### config.mk
export PLATFORM = sky130hd
export DESIGN_NAME = periodic_task_dispatcher_core_flat
export DESIGN_NICKNAME = d
export VERILOG_FILES = /design/src/sv/ptd_pkg.sv /design/src/sv/ptd_in_if.sv /design/src/sv/ptd_out_if.sv /design/src/sv/ptd_table.sv /design/src/sv/ptd_rem_unit.sv /design/src/sv/periodic_task_dispatcher_core.sv /design/src/flat_wrapper.sv
export SDC_FILE = /design/constraint.sdc
export NUM_CORES = 1
export LEC_CHECK = 0
export ABC_AREA = 0
export BUFFER_PORTS_ARGS = -buffer_cell sky130_fd_sc_hd__buf_2
export CORE_UTILIZATION = 45
export DETAILED_ROUTE_END_ITERATION = 8
export GPL_ROUTABILITY_DRIVEN = 0
export GPL_TIMING_DRIVEN = 0
export PLACE_DENSITY_LB_ADDON = 0.08
export SLEW_MARGIN = 15
export SYNTH_ARGS = -nofsm -noshare
export SYNTH_HDL_FRONTEND = slang
export SYNTH_SLANG_ARGS = --single-unit
### constraint.sdc
create_clock -name clk -period 4.8 [get_ports clk]
set_input_delay 0.96 -clock clk [delete_from_list [all_inputs] [get_ports clk]]
set_output_delay 0.96 -clock clk [all_outputs]
set_load 0.02 [all_outputs]
### src/sv/ptd_pkg.sv
// Shared types and constants of the periodic task dispatcher.
// No dependencies; used by every other file of the block except the assertion macro header.
package ptd_pkg;

  localparam int MAX_TASKS_DEF = 8;
  localparam int SLOT_W_DEF    = 3;
  localparam int HID_W         = 8;
  localparam int PER_W         = 32;
  localparam int DIV_STEPS     = 32;
  localparam int DIV_CNT_W     = $clog2(DIV_STEPS + 1);

  typedef enum logic [1:0] {
    KIND_TICK       = 2'd0,
    KIND_CREATE     = 2'd1,
    KIND_SET_PERIOD = 2'd2,
    KIND_SET_ENABLE = 2'd3
  } kind_t;

  // Write enables of the task table, one per field array
  typedef struct packed {
    logic hid_we;
    logic per_we;
    logic en_we;
  } tbl_we_t;

  // Status of the shared remainder unit
  typedef struct packed {
    logic done;
    logic rem_zero;
  } div_sts_t;

endpackage

### src/sv/ptd_in_if.sv
// Input item channel of the periodic task dispatcher.
// Depends on ptd_pkg.
interface ptd_in_if;
  logic                      valid;
  logic                      ready;
  ptd_pkg::kind_t            kind;
  logic [ptd_pkg::HID_W-1:0] handler_id;
  logic [ptd_pkg::PER_W-1:0] period;
  logic                      enable;

  modport source (output valid, kind, handler_id, period, enable, input ready);
  modport sink   (input valid, kind, handler_id, period, enable, output ready);
endinterface

### src/sv/ptd_out_if.sv
// Result item channel of the periodic task dispatcher.
// Depends on ptd_pkg.
interface ptd_out_if #(
  parameter int SLOT_W = ptd_pkg::SLOT_W_DEF
);
  logic                      valid;
  logic                      ready;
  logic [ptd_pkg::HID_W-1:0] due_handler;
  logic [SLOT_W-1:0]         due_slot;
  logic                      last;

  modport source (output valid, due_handler, due_slot, last, input ready);
  modport sink   (input valid, due_handler, due_slot, last, output ready);
endinterface

### src/sv/ptd_table.sv
// Task table memory: handler, period and enable arrays, one write and one
// registered read port each. Depends on ptd_pkg.
module ptd_table #(
  parameter int MAX_TASKS = ptd_pkg::MAX_TASKS_DEF,
  parameter int SLOT_W    = ptd_pkg::SLOT_W_DEF
) (
  input  logic                      clk,
  input  ptd_pkg::tbl_we_t          we,
  input  logic [SLOT_W-1:0]         wr_addr,
  input  logic [ptd_pkg::HID_W-1:0] wr_hid,
  input  logic [ptd_pkg::PER_W-1:0] wr_per,
  input  logic                      wr_en,
  input  logic [SLOT_W-1:0]         rd_addr,
  output logic [ptd_pkg::HID_W-1:0] rd_hid,
  output logic [ptd_pkg::PER_W-1:0] rd_per,
  output logic                      rd_en
);

  logic [ptd_pkg::HID_W-1:0] hid_mem [MAX_TASKS];
  logic [ptd_pkg::PER_W-1:0] per_mem [MAX_TASKS];
  logic                      en_mem  [MAX_TASKS];

  always_ff @(posedge clk) begin
    if (we.hid_we) hid_mem[wr_addr] <= wr_hid;
    if (we.per_we) per_mem[wr_addr] <= wr_per;
    if (we.en_we)  en_mem[wr_addr]  <= wr_en;
  end

  always_ff @(posedge clk) begin
    rd_hid <= hid_mem[rd_addr];
    rd_per <= per_mem[rd_addr];
    rd_en  <= en_mem[rd_addr];
  end

endmodule

### src/sv/ptd_rem_unit.sv
// Shared remainder unit: restoring division, one quotient bit per cycle.
// Depends on ptd_pkg.
module ptd_rem_unit (
  input  logic                      clk,
  input  logic                      rst_n,
  input  logic                      start,
  input  logic [ptd_pkg::PER_W-1:0] dividend,
  input  logic [ptd_pkg::PER_W-1:0] divisor,
  output ptd_pkg::div_sts_t         sts
);

  logic [ptd_pkg::PER_W-1:0]     rem_r;
  logic [ptd_pkg::PER_W-1:0]     dvd_r;
  logic [ptd_pkg::PER_W-1:0]     dsr_r;
  logic [ptd_pkg::DIV_CNT_W-1:0] cnt_r;
  logic                          busy_r;
  logic                          done_r;
  logic [ptd_pkg::PER_W:0]       shl;
  logic [ptd_pkg::PER_W:0]       diff;
  logic [ptd_pkg::PER_W-1:0]     rem_nxt;

  // shift in the next dividend bit, subtract when it fits
  always_comb begin
    shl  = {rem_r, dvd_r[ptd_pkg::PER_W-1]};
    diff = shl - {1'b0, dsr_r};
    if (!diff[ptd_pkg::PER_W]) rem_nxt = diff[ptd_pkg::PER_W-1:0];
    else                       rem_nxt = shl[ptd_pkg::PER_W-1:0];
  end

  always_ff @(posedge clk) begin
    if (!rst_n) begin
      busy_r <= 1'b0;
      done_r <= 1'b0;
      cnt_r  <= '0;
    end else if (start) begin
      busy_r <= 1'b1;
      done_r <= 1'b0;
      cnt_r  <= ptd_pkg::DIV_CNT_W'(ptd_pkg::DIV_STEPS);
    end else if (busy_r) begin
      cnt_r <= cnt_r - ptd_pkg::DIV_CNT_W'(1);
      if (cnt_r == ptd_pkg::DIV_CNT_W'(1)) begin
        busy_r <= 1'b0;
        done_r <= 1'b1;
      end
    end else begin
      done_r <= 1'b0;
    end
  end

  always_ff @(posedge clk) begin
    if (start) begin
      rem_r <= '0;
      dvd_r <= dividend;
      dsr_r <= divisor;
    end else if (busy_r) begin
      rem_r <= rem_nxt;
      dvd_r <= {dvd_r[ptd_pkg::PER_W-2:0], 1'b0};
    end
  end

  assign sts.done     = done_r;
  assign sts.rem_zero = (rem_r == '0);

endmodule

### src/sv/periodic_task_dispatcher_core.sv
// Periodic task dispatcher top level: sequencer, task count, tick counter
// and result register. Depends on ptd_pkg, ptd_in_if, ptd_out_if,
// ptd_table and ptd_rem_unit.
//
// The block keeps a table of up to MAX_TASKS tasks (handler id, period,
// enable) and a 32-bit tick counter. A create item is written as it is
// accepted and the block is ready again at once; a create into a full
// table is dropped. Set-period and set-enable items walk the table, a read
// state and a check state per occupied slot, rewriting every slot whose
// handler id matches. A tick item walks the occupied slots in order; each
// enabled slot with a nonzero period goes through the shared remainder
// unit (one bit per cycle, 32 steps) to test whether the period divides
// the tick counter. A stalled result channel can hold the tick walk.
// Due tasks leave as result items in slot order; one is held back until
// the next is found or the walk ends, so the final item of a tick carries
// last. Input ready is low while a walk is in progress. Results sit in an
// output register, so the next item may be accepted while the final
// result of a tick still waits to be taken. No clearing pass is needed
// after reset: only slots below the task count are ever read.
module periodic_task_dispatcher_core #(
  parameter int MAX_TASKS = ptd_pkg::MAX_TASKS_DEF
) (
  input  logic        clk,
  input  logic        rst_n,
  ptd_in_if.sink      in_ch,
  ptd_out_if.source   out_ch
);

  localparam int SLOT_W = (MAX_TASKS > 1) ? $clog2(MAX_TASKS) : 1;
  localparam int CNT_W  = $clog2(MAX_TASKS + 1);

  typedef enum logic [5:0] {
    S_IDLE  = 6'b000001,
    S_READ  = 6'b000010,
    S_CHECK = 6'b000100,
    S_DIV   = 6'b001000,
    S_EMIT  = 6'b010000,
    S_FLUSH = 6'b100000
  } state_t;

  // control state
  state_t                    state_r, state_nxt;
  logic [CNT_W-1:0]          idx_r, idx_nxt;
  logic [CNT_W-1:0]          cnt_r, cnt_nxt;
  logic [ptd_pkg::PER_W-1:0] tick_r, tick_nxt;
  logic                      pend_valid_r, pend_valid_nxt;
  logic                      out_valid_r, out_valid_nxt;

  // payload registers
  ptd_pkg::kind_t            op_kind_r, op_kind_nxt;
  logic [ptd_pkg::HID_W-1:0] op_hid_r, op_hid_nxt;
  logic [ptd_pkg::PER_W-1:0] op_per_r, op_per_nxt;
  logic                      op_en_r, op_en_nxt;
  logic [ptd_pkg::HID_W-1:0] pend_hid_r, pend_hid_nxt;
  logic [SLOT_W-1:0]         pend_slot_r, pend_slot_nxt;
  logic [ptd_pkg::HID_W-1:0] out_hid_r, out_hid_nxt;
  logic [SLOT_W-1:0]         out_slot_r, out_slot_nxt;
  logic                      out_last_r, out_last_nxt;

  // table and remainder unit wiring
  ptd_pkg::tbl_we_t          tbl_we;
  logic [SLOT_W-1:0]         wr_addr;
  logic [ptd_pkg::HID_W-1:0] wr_hid;
  logic [ptd_pkg::PER_W-1:0] wr_per;
  logic                      wr_en;
  logic [SLOT_W-1:0]         cur_slot;
  logic [ptd_pkg::HID_W-1:0] rd_hid;
  logic [ptd_pkg::PER_W-1:0] rd_per;
  logic                      rd_en;
  logic                      div_start;
  ptd_pkg::div_sts_t         div_sts;

  logic in_fire;
  logic out_free;

  assign cur_slot = idx_r[SLOT_W-1:0];
  assign in_fire  = in_ch.valid && in_ch.ready;
  // the result register can take a new item this cycle
  assign out_free = !out_valid_r || out_ch.ready;

  ptd_table #(
    .MAX_TASKS (MAX_TASKS),
    .SLOT_W    (SLOT_W)
  ) u_table (
    .clk     (clk),
    .we      (tbl_we),
    .wr_addr (wr_addr),
    .wr_hid  (wr_hid),
    .wr_per  (wr_per),
    .wr_en   (wr_en),
    .rd_addr (cur_slot),
    .rd_hid  (rd_hid),
    .rd_per  (rd_per),
    .rd_en   (rd_en)
  );

  ptd_rem_unit u_rem (
    .clk      (clk),
    .rst_n    (rst_n),
    .start    (div_start),
    .dividend (tick_r),
    .divisor  (rd_per),
    .sts      (div_sts)
  );

  always_comb begin
    state_nxt      = state_r;
    idx_nxt        = idx_r;
    cnt_nxt        = cnt_r;
    tick_nxt       = tick_r;
    pend_valid_nxt = pend_valid_r;
    out_valid_nxt  = out_valid_r;
    op_kind_nxt    = op_kind_r;
    op_hid_nxt     = op_hid_r;
    op_per_nxt     = op_per_r;
    op_en_nxt      = op_en_r;
    pend_hid_nxt   = pend_hid_r;
    pend_slot_nxt  = pend_slot_r;
    out_hid_nxt    = out_hid_r;
    out_slot_nxt   = out_slot_r;
    out_last_nxt   = out_last_r;
    tbl_we         = '0;
    wr_addr        = cur_slot;
    wr_hid         = op_hid_r;
    wr_per         = op_per_r;
    wr_en          = op_en_r;
    div_start      = 1'b0;

    // drop the held result once taken
    if (out_valid_r && out_ch.ready) out_valid_nxt = 1'b0;

    unique case (state_r)
      S_IDLE: begin
        if (in_fire) begin
          op_kind_nxt = in_ch.kind;
          op_hid_nxt  = in_ch.handler_id;
          op_per_nxt  = in_ch.period;
          op_en_nxt   = in_ch.enable;
          idx_nxt     = '0;
          if (in_ch.kind == ptd_pkg::KIND_CREATE) begin
            // append in place; a full table drops the item
            if (cnt_r < CNT_W'(MAX_TASKS)) begin
              tbl_we  = '{hid_we: 1'b1, per_we: 1'b1, en_we: 1'b1};
              wr_addr = cnt_r[SLOT_W-1:0];
              wr_hid  = in_ch.handler_id;
              wr_per  = in_ch.period;
              wr_en   = in_ch.enable;
              cnt_nxt = cnt_r + CNT_W'(1);
            end
          end else begin
            state_nxt = S_READ;
          end
        end
      end
      S_READ: begin
        // the slot address settles here, data is there next cycle
        if (idx_r == cnt_r) begin
          state_nxt = (op_kind_r == ptd_pkg::KIND_TICK) ? S_FLUSH : S_IDLE;
        end else begin
          state_nxt = S_CHECK;
        end
      end
      S_CHECK: begin
        if (op_kind_r == ptd_pkg::KIND_TICK) begin
          if (rd_en && (rd_per != '0)) begin
            div_start = 1'b1;
            state_nxt = S_DIV;
          end else begin
            idx_nxt   = idx_r + CNT_W'(1);
            state_nxt = S_READ;
          end
        end else begin
          if (rd_hid == op_hid_r) begin
            if (op_kind_r == ptd_pkg::KIND_SET_PERIOD) tbl_we.per_we = 1'b1;
            else                                       tbl_we.en_we  = 1'b1;
          end
          idx_nxt   = idx_r + CNT_W'(1);
          state_nxt = S_READ;
        end
      end
      S_DIV: begin
        if (div_sts.done) begin
          if (div_sts.rem_zero) begin
            state_nxt = S_EMIT;
          end else begin
            idx_nxt   = idx_r + CNT_W'(1);
            state_nxt = S_READ;
          end
        end
      end
      S_EMIT: begin
        // a further due task exists, so the held one is not the last
        if (!pend_valid_r || out_free) begin
          if (pend_valid_r) begin
            out_valid_nxt = 1'b1;
            out_hid_nxt   = pend_hid_r;
            out_slot_nxt  = pend_slot_r;
            out_last_nxt  = 1'b0;
          end
          pend_valid_nxt = 1'b1;
          pend_hid_nxt   = rd_hid;
          pend_slot_nxt  = cur_slot;
          idx_nxt        = idx_r + CNT_W'(1);
          state_nxt      = S_READ;
        end
      end
      S_FLUSH: begin
        // release the held task marked last, then advance the counter
        if (!pend_valid_r || out_free) begin
          if (pend_valid_r) begin
            out_valid_nxt = 1'b1;
            out_hid_nxt   = pend_hid_r;
            out_slot_nxt  = pend_slot_r;
            out_last_nxt  = 1'b1;
          end
          pend_valid_nxt = 1'b0;
          tick_nxt       = tick_r + ptd_pkg::PER_W'(1);
          state_nxt      = S_IDLE;
        end
      end
      default: state_nxt = S_IDLE;
    endcase
  end

  always_ff @(posedge clk) begin
    if (!rst_n) begin
      state_r      <= S_IDLE;
      idx_r        <= '0;
      cnt_r        <= '0;
      tick_r       <= '0;
      pend_valid_r <= 1'b0;
      out_valid_r  <= 1'b0;
    end else begin
      state_r      <= state_nxt;
      idx_r        <= idx_nxt;
      cnt_r        <= cnt_nxt;
      tick_r       <= tick_nxt;
      pend_valid_r <= pend_valid_nxt;
      out_valid_r  <= out_valid_nxt;
    end
  end

  always_ff @(posedge clk) begin
    op_kind_r   <= op_kind_nxt;
    op_hid_r    <= op_hid_nxt;
    op_per_r    <= op_per_nxt;
    op_en_r     <= op_en_nxt;
    pend_hid_r  <= pend_hid_nxt;
    pend_slot_r <= pend_slot_nxt;
    out_hid_r   <= out_hid_nxt;
    out_slot_r  <= out_slot_nxt;
    out_last_r  <= out_last_nxt;
  end

  assign in_ch.ready        = (state_r == S_IDLE);
  assign out_ch.valid       = out_valid_r;
  assign out_ch.due_handler = out_hid_r;
  assign out_ch.due_slot    = out_slot_r;
  assign out_ch.last        = out_last_r;

endmodule

### src/flat_wrapper.sv
// flat-port wrapper written by rule: the top's interface ports become plain ports
module periodic_task_dispatcher_core_flat 
#(
  parameter int MAX_TASKS = ptd_pkg::MAX_TASKS_DEF
)
  (clk, rst_n, in_ch_valid, in_ch_kind, in_ch_handler_id, in_ch_period, in_ch_enable, in_ch_ready, out_ch_valid, out_ch_due_handler, out_ch_due_slot, out_ch_last, out_ch_ready);
  ptd_in_if in_ch_i ();
  ptd_out_if out_ch_i ();
  input  logic clk;
  input  logic rst_n;
  input wire logic [$bits(in_ch_i.valid)-1:0] in_ch_valid;
  input wire logic [$bits(in_ch_i.kind)-1:0] in_ch_kind;
  input wire logic [$bits(in_ch_i.handler_id)-1:0] in_ch_handler_id;
  input wire logic [$bits(in_ch_i.period)-1:0] in_ch_period;
  input wire logic [$bits(in_ch_i.enable)-1:0] in_ch_enable;
  output wire logic [$bits(in_ch_i.ready)-1:0] in_ch_ready;
  output wire logic [$bits(out_ch_i.valid)-1:0] out_ch_valid;
  output wire logic [$bits(out_ch_i.due_handler)-1:0] out_ch_due_handler;
  output wire logic [$bits(out_ch_i.due_slot)-1:0] out_ch_due_slot;
  output wire logic [$bits(out_ch_i.last)-1:0] out_ch_last;
  input wire logic [$bits(out_ch_i.ready)-1:0] out_ch_ready;
  assign in_ch_i.valid = in_ch_valid;
  assign in_ch_i.kind = in_ch_kind;
  assign in_ch_i.handler_id = in_ch_handler_id;
  assign in_ch_i.period = in_ch_period;
  assign in_ch_i.enable = in_ch_enable;
  assign in_ch_ready = in_ch_i.ready;
  assign out_ch_valid = out_ch_i.valid;
  assign out_ch_due_handler = out_ch_i.due_handler;
  assign out_ch_due_slot = out_ch_i.due_slot;
  assign out_ch_last = out_ch_i.last;
  assign out_ch_i.ready = out_ch_ready;
  periodic_task_dispatcher_core #(.MAX_TASKS(MAX_TASKS)) u_core (.clk(clk), .rst_n(rst_n), .in_ch(in_ch_i), .out_ch(out_ch_i));
endmodule
==> results of run 1 <==
==> power by group <==
part | switching (uW) | internal, uW
Clock | 1900 | 2520
Sequential | 222 | 5970
Combinational | 1260 | 861
==> worst max path at each step <==
stage	from	to	slack (ps)	cells after the start
after CTS	u_core.u_rem.dsr_r[0]	u_core.u_rem.rem_r[6]	840	12
after floorplan	u_core.state_r[2]	u_core.u_table.per_mem[4][0]	670	9
after global placement	u_core.state_r[2]	u_core.u_table.per_mem[4][13]	-1050	8
after global routing	u_core.u_rem.dsr_r[0]	u_core.u_rem.rem_r[6]	560	12
final	u_core.u_rem.dsr_r[0]	u_core.u_rem.rem_r[6]	770	12
after detailed placement	u_core.u_rem.dsr_r[0]	u_core.u_rem.rem_r[7]	850	12
==> critical path: cells and delay by family, from the launching register on <==
| kind | cells | cell delay (ps) |
|---|---|---|
| AOI/OAI and AO/OA | 6 | 1530 |
| adders and majority gates | 2 | 640 |
| buffers and inverters | 1 | 460 |
| DFF | 1 | 430 |
| muxes | 1 | 560 |
| and+or+nand+nor | 2 | 330 |
==> registers in the layout (all words and copies together), names as in the netlist, 8 cells and up <==
signal	flops
u_core.op_hid_r	8
u_core.op_per_r	32
u_core.out_ch.due_handler	8
u_core.pend_hid_r	8
u_core.tick_r	32
u_core.u_rem.dsr_r	32
u_core.u_rem.dvd_r	32
u_core.u_rem.rem_r	32
u_core.u_table.en_mem	8
u_core.u_table.hid_mem	64
u_core.u_table.per_mem	256
u_core.u_table.rd_hid	8
u_core.u_table.rd_per	32
==> per-layer routing <==
layer	vias to the layer above	track usage (%)
met5	-	0
met4	0	5.82
met2	313	33.6
li1	6850	-
met1	7223	27.7
met3	80	2.62
==> final cells by class <==
| class | instances | area, um2 |
|---|---|---|
| sequential | 587 | 16300 |
| buffer | 85 | 345 |
| multi-input combinational | 1042 | 7640 |
| clock buffer | 92 | 1650 |
| fill | 4556 | 26000 |
| inverter | 54 | 203 |
| timing repair buffer | 70 | 490 |
| clock inverter | 18 | 201 |
| tap | 696 | 871 |
==> per-stage QoR <==
| step | utilization [%] | std cells | power [uW] | setup TNS, ps |
|---|---|---|---|---|
| 2_1_floorplan | - | 1768 | 7740 | 0 |
| 3_3_place_gp | 47.7 | 2523 | 8380 | -243670 |
| 3_5_place_dp | 48.2 | 2534 | 8450 | 0 |
| 4_1_cts | 51.6 | 2644 | 12900 | 0 |
| 5_1_grt | 51.6 | 2644 | 13300 | 0 |
| 6_report | 51.6 | 2644 | 12700 | 0 |
==> cells by family after synthesis <==
family,count (synthesis)
multiplexers,115
AO/OA/AOI/OAI,237
XOR/XNOR,71
buffers and inverters,139
flip-flops,587
AND/OR/NAND/NOR,581
adder cells (fa/ha/maj),38
==> cell usage in the layout, fill, tap and decap left out, types with 7 or more instances in the layout <==
cell	n
xnor2_1	49
nor2_4	12
nand3_1	43
o21a_1	7
nand4_1	16
a21oi_1	39
nand3b_1	9
dfxtp_1	129
nor2_1	51
mux4_2	82
buf_1	10
a21o_1	19
o21ai_0	78
nand2_1	310
or3_1	9
nor4_1	22
buf_12	9
and2_1	27
a21boi_0	13
mux2_2	29
nor3_1	17
nor2b_1	11
edfxtp_1	458
and3_1	14
clkbuf_16	59
inv_1	49
buf_2	73
ha_1	37
clkbuf_1	86
a31oi_1	33
xor2_1	22
==> results by group, run 1 <==
Worst setup path
  • Largest fanout on the critical path: 10
  • Crit start category: register
  • Cell Chain, Critical Path: ha_1 -> fa_1 -> nand2b_1 -> a21oi_1 -> o21ai_0 -> a21o_1 -> o21a_1 -> o21ai_1 -> mux2i_1 -> clkbuf_1 -> nand3_1 -> a31oi_1
  • Crit. End Element: register
  • Worst R2R Path Depth: 12
  • CP required: 5300 ps
  • RR Endpoint: u_core.u_rem.rem_r[6]
  • CP max-delay cell: mux2i_1
  • CP Class: reg2reg
  • R2R Setup Slk: 770 ps
  • Slowest cell delay on critical path: 560 ps
  • Worst reg2reg startpoint: u_core.u_rem.dsr_r[0]
  • CP Data Arrival Time: 4530 ps

STA
  • Hold_ws: 414 ps
  • Worst slew margin: 29.5%
  • # setup viols final: 0
  • Fin worst setup slack: 773 ps
  • Final Skew: 55.7 ps
  • Count of final hold-check violations: 0
  • Unrepaired setup endpoints after global routing: false
  • Slew @ Worst Pin: 1060 ps
  • Max Fclk: 0.248 GHz
  • Tcrit/Tclk final: 83.9%
  • Count of final max-slew check failures: 0
  • Final min period: 4030 ps

Synthesis
  • Largest family of logic cells by synthesized area: simple AND/OR/NAND/NOR gates
  • Post-synthesis instance area: 24400 um2
  • Synth Warn #: 0
  • Simple-gate portion of the synthesized area: 11.2%
  • Top-count cell post-synth: edfxtp_1
  • #FFs+latches synth: 587
  • XOR/XNOR Fraction of Synth Area: 2.54%
  • Mux cell area share after synthesis: 9.06%
  • Post-synthesis compound-gate area fraction: 6.11%
  • Synth top area share: 56.3%
  • Most frequent cells after synthesis: edfxtp_1 (458), nand2_1 (310), dfxtp_1 (129)
  • Ys flop type: edfxtp_1
  • Syn Nets: 1853
  • Post-synth ARST share: 0%
  • Post-synth EDFFs: 458
  • Register area share after synthesis: 66.9%
  • Netlist cell types: 72
  • Yosys top cell by area: edfxtp_1
  • Average size of a mapped cell: 13.8 um2
  • Area contributors post-synth: edfxtp_1 (56%), dfxtp_1 (11%), mux4_2 (7.6%)
  • Post-synthesis adder-cell area fraction: 1.98%
  • Post-synthesis cell count: 1768

Route
  • DR iter-0 viols: 960
  • DRC viols: 0
  • Met1 WL: 24800 um
  • Vias per cell: 5.47
  • Final antenna-violating net count: 0
  • First drt pass iteration count: 5
  • Wire length on met2: 26800 um
  • Wire length per cell: 20.8 um
  • DR vias: 14500
  • Met3 wire len: 2200 um
  • Highest Signal Layer: met4
  • Final wirelength: 55000 um

Floorplan
  • Top Ports: 61
  • Die Span Y: 235 um
  • Die W: 235 um
  • Core ar.: 53700 um2
  • Cell Rows: 85
  • Die footprint: 55200 um2
  • Initial core utilization: 45.5%

Clock tree
  • Clock-pin slew on the worst setup and hold paths: 60 ps
  • Clock Tree Buf Depth: 3
  • Hold-fix buffers, CTS: 0
  • CTS tree: yes
  • Clk sink count: 587
  • PostCTS Resize Cnt: 0
  • Cell chosen for the clock root: clkbuf_16
  • Num CTS Buffers: 59
  • Clock insertion delay at the later pin of the skew report: 630 ps
  • Post CTS Setup Buffer Count: 0
  • H-tree lvl count: 2

Power and ir drop
  • Pwr dens: 459 nW/um2
  • Static Leak: 0.00969 uW
  • Worst IR Drop VDD: 0.283 mV

Global route
  • Grt ovf: 0
  • First-pass GRT wire length: 85600 um
  • Vias in the first global route: 14600
  • Largest net degree at the start of global routing: 38
  • GRT Total Usage: 20.1%
  • Initial antenna violation count: 2

Job
  • Max_cap viols: 0

Placed design
  • Dpl cell area: 25900 um2
  • I/O Buffers: 59
  • Pre-CTS setup slack: 849 ps
  • Post-DP HPWL: 37900 um

Worst hold path
  • Hold path depth: 0
  • HP Start: u_core.pend_hid_r[1]
  • Worst Hold Class: reg2reg
  • WHS Endpoint: u_core.out_ch.due_handler[1]

Layout
  • Area Overhead vs Synth: 13.5%
  • Share of cells above drive strength 1: 16.2%
  • Final net count: 1984
  • Ant diodes: 0
  • Fin area: 27700 um2

Run status
  • Status: finished clean
Note: power is estimated with default switching activity, not from simulation.
==> inputs of run 2 (changes only) <==
- clock period: 4.8 -> 4.1 ns (I/O delays scaled with it)
==> results by group, run 2 (synthesis gave the netlist of run 1 again) <==
Floorplan
  • Core ar.: 53700 um2 (unchanged)
  • Die footprint: 55200 um2 (unchanged)
  • Die Span Y: 235 um (unchanged)
  • Initial core utilization: 45.5% (unchanged)
  • Cell Rows: 85 (unchanged)
  • Top Ports: 61 (unchanged)
  • Die W: 235 um (unchanged)

Clock tree
  • Clock Tree Buf Depth: 3 (unchanged)
  • CTS tree: yes
  • Cell chosen for the clock root: clkbuf_16
  • Post CTS Setup Buffer Count: 0 (unchanged)
  • Clock-pin slew on the worst setup and hold paths: 60 ps (about the same)
  • Clock insertion delay at the later pin of the skew report: 630 ps (about the same)
  • H-tree lvl count: 2 (unchanged)
  • Clk sink count: 587 (unchanged)
  • Num CTS Buffers: 59 (unchanged)
  • Hold-fix buffers, CTS: 0 (unchanged)

Route
  • Final antenna-violating net count: 0 (unchanged)
  • DR iter-0 viols: 997 (+3.9%)
  • DRC viols: 0 (unchanged)
  • Final wirelength: 55100 um (+0.20%)
  • Wire length per cell: 20.8 um (+0.20%)
  • DR vias: 14400 (-0.17%)
  • First drt pass iteration count: 5 (unchanged)
  • Vias per cell: 5.46 (-0.17%)

Layout
  • Area Overhead vs Synth: 13.6% (about the same)
  • Max reg flops: 256 (unchanged)
  • Top reg by flops: u_core.u_table.per_mem
  • Core Util, Final: 51.7% (about the same)
  • Fillers: 4555 (-0.022%)
  • Most common cell after layout, fill and taps aside: edfxtp_1
  • Sequential Area: 16300 um2 (unchanged)
  • Ant diodes: 0 (unchanged)
  • Commonest cells after routing, fill and taps aside: edfxtp_1 (458), nand2_1 (310), dfxtp_1 (129)
  • Top flop regs: u_core.u_table.per_mem (256), u_core.u_table.hid_mem (64)
  • Final net count: 1984 (unchanged)
  • Area of the multi-input gates: 7660 um2 (+0.30%)
  • Share of cells above drive strength 1: 16.4% (+0.15 points)

STA
  • TNS Setup: 0 ps (unchanged)
  • Unrepaired setup endpoints after global routing: false
  • Max Fclk: 0.261 GHz (+5.0%)
  • Count of final hold-check violations: 0 (unchanged)
  • Final min period: 3840 ps (-191 ps)
  • Fin worst setup slack: 264 ps (-509 ps)
  • Tcrit/Tclk final: 93.6% (+9.7 points)
  • Slew @ Worst Pin: 1060 ps (-0.160 ps)
  • Count of final max-slew check failures: 0 (unchanged)
  • # setup viols final: 0 (unchanged)
  • Hold_ws: 379 ps (-34.8 ps)
  • Final Skew: 55.0 ps (-0.671 ps)
  • Worst slew margin: 29.6% (about the same)

Power and ir drop
  • Sw Share: 26.6% (about the same)
  • Flop pwr share: 48.6% (about the same)
  • Total power: 14900 uW (+17%)
  • Worst IR Drop VDD: 0.332 mV (+18%)
  • Static Leak: 0.00970 uW (about the same)
  • Combinational power share: 16.7% (about the same)
  • Pwr dens: 537 nW/um2 (+17%)
  • Clock share of power: 34.7% (about the same)
  • Internal power: 11000 uW (+17%)
  • NetSw: 3960 uW (+17%)

Placed design
  • Post-DP HPWL: 37900 um (unchanged)
  • I/O Buffers: 59 (unchanged)
  • Pre-CTS setup slack: 149 ps (-700 ps)

Worst setup path
  • CP Data Arrival Time: 4270 ps (-260 ps)
  • CP top delay family: compound AO/OA/AOI/OAI gates
  • CP max-delay cell: edfxtp_1
  • Largest fanout on the critical path: 10 (unchanged)
  • CP required: 4530 ps (-770 ps)
  • Crit path top cell by count: o21ai_0
  • Crit start category: register
  • Slowest cell delay on critical path: 430 ps (-130 ps)
  • Worst path buffer plus inverter count: 2 (+1)
  • Crit. End Element: register
  • CP Class: reg2reg
  • Cell Chain, Critical Path: ha_1 -> fa_1 -> nand2b_1 -> a21oi_1 -> o21ai_0 -> a21o_1 -> o21a_1 -> o21ai_2 -> mux2_2 -> buf_2 -> clkbuf_1 -> o21ai_0 -> a31oi_1

Global route
  • Met3 Use GR: 2.62% (unchanged)
  • First-pass GRT wire length: 85600 um (unchanged)
  • M1 GR Usage: 27.7% (unchanged)
  • Grt ovf: 0 (unchanged)
  • Initial antenna violation count: 2 (unchanged)
  • GRT Total Usage: 20.1% (unchanged)
  • Largest net degree at the start of global routing: 38 (unchanged)
  • GR Util met2: 33.6% (unchanged)
  • Vias in the first global route: 14600 (unchanged)
  • Grt peak-use layer: met2

Run status
  • Status: finished clean

Worst hold path
  • Worst Hold Class: in2reg

Job
  • Max_cap viols: 0 (unchanged)
==> run 2: cell counts in the layout (fill, tap and decap cells not counted) <==
Identical to the previous run, type by type.
==> run 2: repair_timing <==
| item | 4_1_cts | 5_1_grt |
|---|---|---|
| resized for setup | 0 | 4 |
| endpoints found under the setup margin | 0 | 23 |
| endpoints found under the hold margin | 0 | 0 |
==> run 2: layout make-up <==
cell class,instances,area share (%)
Clock buffer,92,5.95
Buffer,85,1.24
Multi-Input combinational cell,1042,27.6
Timing Repair Buffer,70,1.77
Sequential cell,587,58.9
Clock inverter,18,0.726
Tap cell,696,3.14
Inverter,54,0.730
==> run 2: worst register-to-register path, delay by kind of cell (launching register included) <==
kind,cells,cell delay [ps]
buf+inv,2,440
simple gates,1,180
mux,1,380
fa+ha+maj,2,640
compound gates,7,1620
flops,1,430
==> run 2: worst paths after layout <==
check	startpoint	to	slack, ps	depth (start not counted)
worst max-delay path	u_core.u_rem.dsr_r[0]	u_core.u_rem.rem_r[6]	260	13
worst max register to register	u_core.u_rem.dsr_r[0]	u_core.u_rem.rem_r[6]	260	13
worst min register to register	u_core.pend_hid_r[1]	u_core.out_ch.due_handler[1]	410	0
worst min-delay path	in_ch_handler_id[1]	u_core.op_hid_r[1]	380	1
==> run 2: power groups by stage <==
stage	Combinational, uW	Clock (uW)	Sequential [uW]
finish	2490	5170	7250
global route	2750	5510	7280
CTS	2520	5300	7250
detailed placement	2510	0	7370
global placement	2440	0	7380
floorplan	1810	0	7250
==> run 2: routing by layer <==
metal,share of wire (%),vias to the layer above
li1,-,6844
met1,45,7226
met3,4.1,78
met5,0,-
met2,49,294
met4,2.1,0
==> run 2: per-stage QoR <==
step,cell area (um2),instances
floorplan,24400,1768
global placement,25600,2523
detailed placement,25900,2534
CTS,27700,2644
global route,27800,2644
finish,27800,2644
==> inputs of run 3 (changes only) <==
- ABC_AREA: 0 -> 1
==> results by group, run 3 <==
STA
  • Unrepaired setup endpoints after global routing: false
  • Count of final hold-check violations: 0 (unchanged)
  • Count of final max-slew check failures: 0 (unchanged)
  • Max Fclk: 0.319 GHz (+22%)
  • # setup viols final: 0 (unchanged)
  • Final Skew: 60.0 ps (+4.98 ps)
  • Fin worst setup slack: 968 ps (+703 ps)
  • Final min period: 3130 ps (-703 ps)
  • TNS Setup: 0 ps (unchanged)
  • Slew @ Worst Pin: 1130 ps (+69.6 ps)
  • Worst slew margin: 24.3% (-5.2 points)
  • Tcrit/Tclk final: 76.4% (-17 points)

Worst hold path
  • Worst Hold Class: in2reg
  • WHS Endpoint: u_core.op_hid_r[6]
  • Hold path depth: 1 (unchanged)
  • HP Start: in_ch_handler_id[6]

Floorplan
  • Top Ports: 61 (unchanged)
  • Core ar.: 56500 um2 (+5.2%)
  • Initial core utilization: 45.7% (+0.21 points)
  • Die Span Y: 242 um (+2.8%)
  • Die W: 242 um (+2.8%)
  • Cell Rows: 87 (+2.4%)
  • Die footprint: 58300 um2 (+5.6%)

Clock tree
  • H-tree lvl count: 2 (unchanged)
  • PostCTS Resize Cnt: 0 (unchanged)
  • Clk sink count: 587 (unchanged)
  • Num CTS Buffers: 61 (+3.4%)
  • Hold-fix buffers, CTS: 0 (unchanged)
  • Clock Tree Buf Depth: 3 (unchanged)
  • Clock-pin slew on the worst setup and hold paths: 60 ps (about the same)
  • Clock insertion delay at the later pin of the skew report: 650 ps (+20 ps)
  • Post CTS Setup Buffer Count: 0 (unchanged)
  • Cell chosen for the clock root: clkbuf_16
  • CTS tree: yes

Worst setup path
  • Crit. End Element: register
  • CP Class: reg2reg
  • CP Data Arrival Time: 3440 ps (-830 ps)
  • R2R Setup Slk: 970 ps (+700 ps)
  • Worst path buffer plus inverter count: 5 (+3)
  • CP max-delay cell: nor2_4
  • Worst reg2reg startpoint: u_core.state_r[4]
  • CP top delay family: simple AND/OR/NAND/NOR gates
  • Crit start category: register
  • Cell Chain, Critical Path: inv_2 -> nand2_1 -> inv_2 -> nand4_2 -> nor3_2 -> nand3_1 -> buf_2 -> o21ai_4 -> nand2_1 -> inv_2 -> nand2_1 -> nor2_4 -> buf_16
  • Largest fanout on the critical path: 20 (+10)
  • Worst R2R Path Depth: 13 (unchanged)
  • CP required: 4410 ps (-120 ps)
  • RR Endpoint: u_core.u_table.per_mem[7][16]
  • Slowest cell delay on critical path: 640 ps (+210 ps)

Route
  • First drt pass iteration count: 6 (+1)
  • DR vias: 18600 (+29%)
  • Wire length per cell: 17.9 um (-14%)
  • Final wirelength: 65100 um (+18%)
  • Vias per cell: 5.13 (-6.1%)
  • DRC viols: 0 (unchanged)
  • DR iter-0 viols: 1559 (+56%)
  • Final antenna-violating net count: 0 (unchanged)

Global route
  • Grt ovf: 0 (unchanged)
  • GRT Total Usage: 22.3% (+2.2 points)
  • Vias in the first global route: 18300 (+25%)
  • Largest net degree at the start of global routing: 34 (-11%)
  • Initial antenna violation count: 0 (-2)
  • First-pass GRT wire length: 102000 um (+19%)

Synthesis
  • Ys flop type: edfxtp_1
  • Area contributors post-synth: edfxtp_1 (53%), dfxtp_1 (10%), nand2_1 (9.5%)
  • Yosys top cell by area: edfxtp_1
  • Most frequent cells after synthesis: nand2_1 (653), edfxtp_1 (458), nor2_1 (448)
  • Average size of a mapped cell: 9.60 um2 (-31%)
  • Post-synth EDFFs: 458 (unchanged)
  • Top-count cell post-synth: nand2_1
  • Post-synthesis instance area: 25800 um2 (+5.7%)
  • Synth Warn #: 0 (unchanged)
  • Synth top area share: 53.3% (-3.0 points)
  • Post-synth ARST share: 0% (unchanged)
  • Register area share after synthesis: 63.3% (-3.6 points)
  • Syn Nets: 2775 (+50%)
  • Netlist cell types: 48 (-33%)
  • Post-synthesis cell count: 2690 (+52%)
  • #FFs+latches synth: 587 (unchanged)

Layout
  • Top flop regs: u_core.u_table.per_mem (256), u_core.u_table.hid_mem (64)
  • Commonest cells after routing, fill and taps aside: nand2_1 (652), edfxtp_1 (458), nor2_1 (439)
  • Top reg by flops: u_core.u_table.per_mem
  • Sequential Area: 16300 um2 (unchanged)
  • Most common cell after layout, fill and taps aside: nand2_1
  • Area of the multi-input gates: 8080 um2 (+5.4%)
  • Max reg flops: 256 (unchanged)
  • Fillers: 5175 (+14%)
  • Ant diodes: 0 (unchanged)
  • Area Overhead vs Synth: 14.3%
  • Final net count: 2909 (+47%)
  • Share of cells above drive strength 1: 8.62% (-7.8 points)

Placed design
  • Post-DP HPWL: 45400 um (+20%)
  • Pre-CTS setup slack: 754 ps (+606 ps)
  • I/O Buffers: 60 (+1.7%)

Power and ir drop
  • Worst IR Drop VDD: 0.404 mV (+22%)
  • Pwr dens: 546 nW/um2 (+1.7%)
  • Total power: 16100 uW (+8.2%)
  • Static Leak: 0.0115 uW (+19%)

Job
  • Max_cap viols: 0 (unchanged)

Run status
  • Status: finished clean
==> run 3: worst max path at each step <==
stage,endpoint,from,cells after the start,slack [ps]
final,u_core.u_table.per_mem[7][16],u_core.state_r[4],13,970
after global routing,u_core.u_table.per_mem[7][16],u_core.state_r[4],13,770
after CTS,u_core.u_rem.rem_r[3],u_core.u_table.rd_per[9],10,970
after detailed placement,u_core.u_table.per_mem[5][11],in_ch_kind[0],11,750
after global placement,u_core.u_table.per_mem[3][14],in_ch_kind[1],9,-1270
after floorplan,u_core.u_table.per_mem[5][0],in_ch_kind[0],9,570
==> run 3: where the power goes <==
part           switching [uW]  internal, uW  total, uW
registers                 267          7210       7480
logic                    2090           769       2860
clock network            2360          3440       5800
total                    4710         11400      16100
==> run 3: kinds of logic after synthesis <==
logic type               after synthesis  synth area share [%]
flip-flops                           587                  63.3
XOR/XNOR                              43                  1.46
buffers and inverters                383                  5.77
AND/OR/NAND/NOR                     1278                  20.0
AO/OA/AOI/OAI                        361                  7.59
adder cells (fa/ha/maj)               38                  1.87
==> run 3: worst reg2reg max path, stage by stage (launching register included) <==
cell and delay [ps]:
dfxtp_1 350, inv_2 70, nand2_1 60, inv_2 90
nand4_2 130, nor3_2 230, nand3_1 190, buf_2 240
o21ai_4 240, nand2_1 120, inv_2 80, nand2_1 100
nor2_4 640, buf_16 250
==> run 3: metrics by stage <==
stage	hold WS [ps]	instances	instance area (um2)	util, %
final	361	3633	29500	52.3
after global placement	405	3506	27100	47.9
after floorplan	400	2690	25800	-
after detailed placement	406	3517	27400	48.5
after global routing	340	3633	29500	52.3
after CTS	324	3633	29500	52.2
==> run 3: final cells by class <==
type	instances	area share, %
Buffer	100	1.45
Tap cell	756	3.20
Timing Repair Buffer	71	1.89
Multi-Input combinational cell	1720	27.4
Clock buffer	75	5.49
Inverter	283	3.60
Sequential cell	587	55.3
Clock inverter	41	1.69
==> run 3: metal layers <==
layer  up-vias  track usage [%]  share of wire [%]
met5         -                0                  0
met4         0             6.78                2.4
met3       110             2.65                4.4
met2       443             37.9                 48
met1      8876             29.9                 45
li1       9204                -                  -
